--- src/design/assert_macros.svh ---
// Assertion macros used by linear_probe_hash_table.sv.
// Depends on nothing; included by modules that carry checks.
`ifndef ASSERT_MACROS_SVH
`define ASSERT_MACROS_SVH
// Check that a property holds at every rising clock edge outside reset.
`define ASSERT_CLK(label, clk, rst, prop, msg) \
   label: assert property (@(posedge clk) disable iff (rst) (prop)) else $error(msg);
// Check a property, reset included.
`define ASSERT_ALWAYS(label, clk, prop, msg) \
   label: assert property (@(posedge clk) (prop)) else $error(msg);
`endif

--- src/design/lpht_ram.sv ---
// Generic single-port RAM with registered read.
// Depends on nothing.
`default_nettype none
module lpht_ram #(
   parameter int WIDTH = 8,
   parameter int DEPTH = 16
) (
   input  wire logic                     clock,
   input  wire logic                     wr_en,
   input  wire logic [$clog2(DEPTH)-1:0] addr,
   input  wire logic [WIDTH-1:0]         wr_data,
   output logic      [WIDTH-1:0]         rd_data
);
   logic [WIDTH-1:0] mem [DEPTH];
   always_ff @(posedge clock) begin
      if (wr_en) begin
         mem[addr] <= wr_data;
      end
      rd_data <= mem[addr];
   end
endmodule
`default_nettype wire

--- config.mk ---
export PLATFORM = sky130hd
export DESIGN_NAME = lpht_ram
export DESIGN_NICKNAME = d
export VERILOG_FILES = /design/src/design/assert_macros.svh /design/src/design/lpht_ram.sv
export SDC_FILE = /design/constraint.sdc
export NUM_CORES = 1
export LEC_CHECK = 0
export ABC_CLOCK_PERIOD_IN_PS = 2300
export BUFFER_PORTS_ARGS = -buffer_cell sky130_fd_sc_hd__buf_2
export CAP_MARGIN = 5
export CORE_ASPECT_RATIO = 2
export CORE_UTILIZATION = 25
export CTS_CLUSTER_DIAMETER = 80
export CTS_CLUSTER_SIZE = 10
export DETAILED_ROUTE_END_ITERATION = 10
export PLACE_DENSITY = 0.35
export SLEW_MARGIN = 20
export SYNTH_ARGS = -nofsm -noshare
export SYNTH_HDL_FRONTEND = slang
export SYNTH_SLANG_ARGS = --single-unit
--- constraint.sdc ---
create_clock -name clock -period 2.3 [get_ports clock]
set_input_delay 0.345 -clock clock [delete_from_list [all_inputs] [get_ports clock]]
set_output_delay 0.345 -clock clock [all_outputs]
set_load 0.01 [all_outputs]
==> metrics.txt, run 1 <==
DR WL/cell 22.2 µm; initial DRC count 105; Worst-Skew Late Latency 410 ps; final wirelength 12.6 mm; number of post-CTS setup repair buffers 0; Overall Global Routing Usage 13.3%; reg2reg start mem[11][5]; Post-Synth XOR/XNOR Area 0%; #FFs+latches synth 136; antenna violations before repair 0; vias in the first global route 2698; hold path cells 1; NumNets Final 305; largest net degree at the start of global routing 24; hold crit path type in2reg; TritonCTS clock tree done; post-synthesis cell count 230; cells on worst reg2reg path 3; Initial Utilization 25.4%; Clk pwr share 48.7%; Core ar. 19900 µm²; sequential share of the synthesized area 79.0%; pre-CTS WS 245 ps; CP required 2590 ps; Syn Area/Cell 22.0 µm²; diodes inserted 0; clk sinks 136; dpl hpwl 9.06 mm; Hold-fix buffers, CTS 0; H-tree depth 4; RSZ-0062 raised after global routing no; top post-synthesis cells by area edfxtp_1, mux4_2, dfxtp_1; Post-DRT Antenna Nets 0; actual slew at the worst max-slew pin 527 ps; Placed Area 5710 µm²; Layout Cell Area excl Fill 6340 µm²; HP Start wr_data[7]; Seq. cell area 4000 µm²; post-route clock period utilization 67.5%; Yosys warnings 0; grt ovf 0; Ports 22; Simple-Gate Fraction of Synth Area 3.21%; vias after detailed routing 2421; most common cell after layout, fill and taps aside edfxtp_1; fin worst setup slack 749 ps; Max Fclk 0.645 GHz; Multi-input gate area 1000 µm²; Die Area 20900 µm²; Slew Viols, Final 0; total CTS buffers 17; Worst Hold Endpoint mem[4][7]; leak pwr 2.10 nW; root buffer cell clkbuf_16; synthesized area 5070 µm²; Sw Share 19.9%; Synth area leader edfxtp_1; post-synthesis compound-gate area fraction 2.37%; DR pass1 iterations 4; layout cells sized above 1 37.8%; outcome finished clean; Chip Height 203 µm; combinational cell fraction of total power 4.8%; setup TNS 0 ps; max-cap viol count 0; most frequent cells in the layout edfxtp_1, mux4_2, buf_4; post-synthesis cell type count 18; PostCTS Resize Cnt 0; max_slew headroom 64.7%; Area Overhead vs Synth 25.2%; crit path DAT 1840 ps; Setup Skew 8.11 ps; post-synth top area share 75.9%; mux contribution to synthesized area 14.2%; sequential share of power 46.5%; Setup crit start kind input pin; Vias/cell 4.28; Clock transition at path regs 60 ps; crit path max fanout 15; Setup crit end kind register; Total Power 0.00601 W; num rows 73; Internal Dissipation 0.00481 W; largest family of logic cells by synthesized area multiplexers; first-pass GRT wire length 18.2 mm; # fillers 1998; DR DRC count 0; Max IR drop VDD 0.395 mV; Post-Synth Adder-Cell Area 0%; Worst Setup SP addr[0]; Final GP Congestion 0.713; crit path kind in2reg; Final Hold Fails 0; Sw Pwr 0.00119 W; reg-to-reg slack, setup 900 ps; PortBufs 21; minimum clock period 1550 ps; clk buf depth 2; Post-Syn Nets 244; Chip Width 103 µm; reg2reg end rd_data[5]; P per Cell Area 947 nW/µm²; final setup violation count 0
==> cell type report <==
cell class	count	area share, %
timing repair buffer	53	5.84
clock buffer	19	6.82
multi-input combinational	83	15.8
sequential	136	63.1
clock inverter	13	3.23
tap	262	5.17
==> sequential cells by signal (all words and copies together) (netlist names) <==
| signal | cells |
|---|---|
| mem | 128 |
| rd_data | 8 |
==> per-stage QoR <==
stage | hold WS (ps) | std cells | util (%)
after global placement | 672 | 534 | 28.7
after detailed placement | 678 | 534 | 28.7
after CTS | 310 | 566 | 31.9
after global routing | 325 | 566 | 31.9
after floorplan | 444 | 230 | -
final | 335 | 566 | 31.9
==> cells in the mapped netlist <==
cell type and instances:
edfxtp_1 128, mux4_2 32, a22oi_1 16, nor2_1 13, nand2_1 9, dfxtp_1 8, buf_1 4, nor3_1 4
buf_2 2, buf_6 2, clkbuf_1 2, nand2b_1 2, nand3b_1 2, nor2b_1 2, and2_1 1, clkbuf_2 1
nand3_1 1, or3b_2 1
==> routing by layer <==
layer	vias up	GRT usage [%]	part of all wire (%)
li1	1083	-	-
met1	1280	13.4	36
met2	48	25.0	60
met3	10	3.26	2.7
met4	0	5.82	1.5
met5	-	0	0
==> power by group through the flow <==
stage                     clock network, W  logic, W  registers [W]
after floorplan                          0  0.000143        0.00284
after global placement                   0  0.000299        0.00284
after detailed placement                 0  0.000300        0.00284
after CTS                          0.00300  0.000300        0.00279
after global routing               0.00308  0.000317        0.00279
final                              0.00293  0.000290        0.00279
==> worst max-delay path, stage by stage <==
cell	delay, ps
buf_2	290
buf_12	230
mux4_2	520
a22oi_1	310
nand2_1	130
==> cells by family after synthesis <==
group,after synthesis
buffers and inverters,11
multiplexers,32
flip-flops,136
AO/OA/AOI/OAI,16
AND/OR/NAND/NOR,35
==> how the worst max path moves through the flow <==
stage / end / slack, ps
after floorplan: mem[0][0] / 460
after global placement: rd_data[5] / 240
after detailed placement: rd_data[1] / 250
after CTS: rd_data[1] / 690
after global routing: rd_data[1] / 650
final: rd_data[1] / 750
No activity file was read; power rests on OpenSTA's default activity.
==> inputs of run 2 (changes only) <==
ABC_CLOCK_PERIOD_IN_PS = 1350   (was 2300)
PLACE_DENSITY = 0.36   (was 0.35)
clock period = 1.35 ns   (was 2.3 ns; I/O delays follow)
==> metrics.txt, run 2 (synthesis results as in run 1) <==
Top reg by flops mem; most frequent cells in the layout edfxtp_1, mux4_2, buf_2; DR pass1 iterations 4 (unchanged); Worst Hold Endpoint mem[6][6]; HP Start wr_data[6]; Chip Width 103 µm (unchanged); Area Overhead vs Synth 30.5%; DR WL/cell 20.7 µm (-6.9%); reg-to-reg slack, setup 60 ps (-840 ps); PortBufs 21 (unchanged); antenna violations before repair 0 (unchanged); Seq. cell area 4000 µm² (unchanged); Final GP Congestion 0.687 (-3.6%); P per Cell Area 1460 nW/µm² (+54%); post-route clock period utilization 95.6%; outcome finished clean; layout cells sized above 1 46.3% (+8.4 points); CP required 1650 ps (-940 ps); final setup violation count 0 (unchanged); max FFs per register 128 (unchanged); Max IR drop VDD 0.627 mV (+59%); number of post-CTS setup repair buffers 0 (unchanged); PostCTS Resize Cnt 0 (unchanged); Die Area 20900 µm² (unchanged); Overall Global Routing Usage 12.8% (-0.51 points); Setup crit end kind register; Post-DRT Antenna Nets 0 (unchanged); Final Hold Fails 0 (unchanged); Clock transition at path regs 60 ps (about the same); clk sinks 136 (unchanged); max_slew headroom 43.9% (-21 points); final core utilization 33.2% (+1.4 points); Max Fclk 0.775 GHz; first-pass GRT wire length 17.9 mm (-1.4%); minimum clock period 1290 ps; Crit path max-delay family multiplexers; DR DRC count 0 (unchanged); diodes inserted 0 (unchanged); clk buf depth 2 (unchanged); Setup Skew 5.78 ps (-2.33 ps); hold path cells 1 (unchanged); leak pwr 2.14 nW (+2.0%); setup TNS 0 ps (unchanged); TritonCTS clock tree done; H-tree depth 4 (unchanged); NumNets Final 308 (+0.98%); max-cap viol count 0 (unchanged); initial DRC count 107 (+1.9%); most common cell after layout, fill and taps aside edfxtp_1; largest registers mem (128), rd_data (8); dpl hpwl 8.73 mm (-3.6%); vias after detailed routing 2406 (-0.62%); reg2reg start mem[3][4]; Multi-input gate area 1140 µm² (+14%); Core ar. 19900 µm² (unchanged); num rows 73 (unchanged); actual slew at the worst max-slew pin 840 ps (+313 ps); pre-CTS WS -268 ps (-513 ps); Ports 22 (unchanged); buffers plus inverters on the worst setup path 0 (-2); Vias/cell 4.23 (-1.1%); # fillers 1947 (-2.6%); RSZ-0062 raised after global routing no; Chip Height 203 µm (unchanged); total CTS buffers 17 (unchanged); crit path kind reg2reg; Initial Utilization 25.4% (unchanged); CP max-delay cell mux4_2; Slew Viols, Final 0 (unchanged); crit path DAT 1590 ps (-250 ps); root buffer cell clkbuf_16; CP max stage delay 470 ps (-50 ps); crit path max fanout 1 (-14); largest net degree at the start of global routing 19 (-21%); Hold-fix buffers, CTS 0 (unchanged); cells along the critical path mux4_2 > a22oi_1 > nand2_1; grt ovf 0 (unchanged); Worst-Skew Late Latency 420 ps (about the same); fin worst setup slack 60.0 ps (-689 ps); cells on worst reg2reg path 3 (unchanged); Setup crit start kind register; hold crit path type in2reg; reg2reg end rd_data[4]; vias in the first global route 2798 (+3.7%); final wirelength 11.8 mm (-6.4%)
## run 2: power by group
part	leakage, nW	total [W]	switching, W	internal (W)
logic	0.642	0.000564	0.000304	0.000260
clock network	0.276	0.00432	0.00171	0.00262
registers	1.22	0.00476	0.0000338	0.00472
## run 2: cell type report
type / instances / share of cell area, %
Clock buffer: 20 / 6.90
Clock inverter: 12 / 1.53
Multi-Input combinational cell: 83 / 17.3
Sequential cell: 136 / 60.5
Tap cell: 262 / 4.96
Timing Repair Buffer: 56 / 8.78
## run 2: metrics by stage
| step | hold WS (ps) | power [W] | cell area (µm²) | instances |
|---|---|---|---|---|
| after floorplan | 301 | 0.00512 | 5200 | 230 |
| final | 170 | 0.00964 | 6620 | 569 |
| after global routing | 174 | 0.0100 | 6620 | 569 |
| after detailed placement | 604 | 0.00543 | 6040 | 537 |
| after global placement | 598 | 0.00542 | 6040 | 537 |
| after CTS | 158 | 0.00978 | 6600 | 569 |
## run 2: worst max path at each step
stage	to	start	cells after the start
2_1_floorplan	mem[8][0]	addr[1]	3
3_3_place_gp	rd_data[2]	addr[0]	6
3_5_place_dp	rd_data[2]	addr[0]	6
4_1_cts	rd_data[4]	mem[3][4]	3
5_1_grt	rd_data[4]	mem[1][4]	3
6_report	rd_data[4]	mem[3][4]	3
## run 2: layer usage
metal	wire (µm)	global-route usage, %
met5	0	0
met4	266	6.28
met3	250	2.57
met2	7260	24.6
met1	4000	12.4
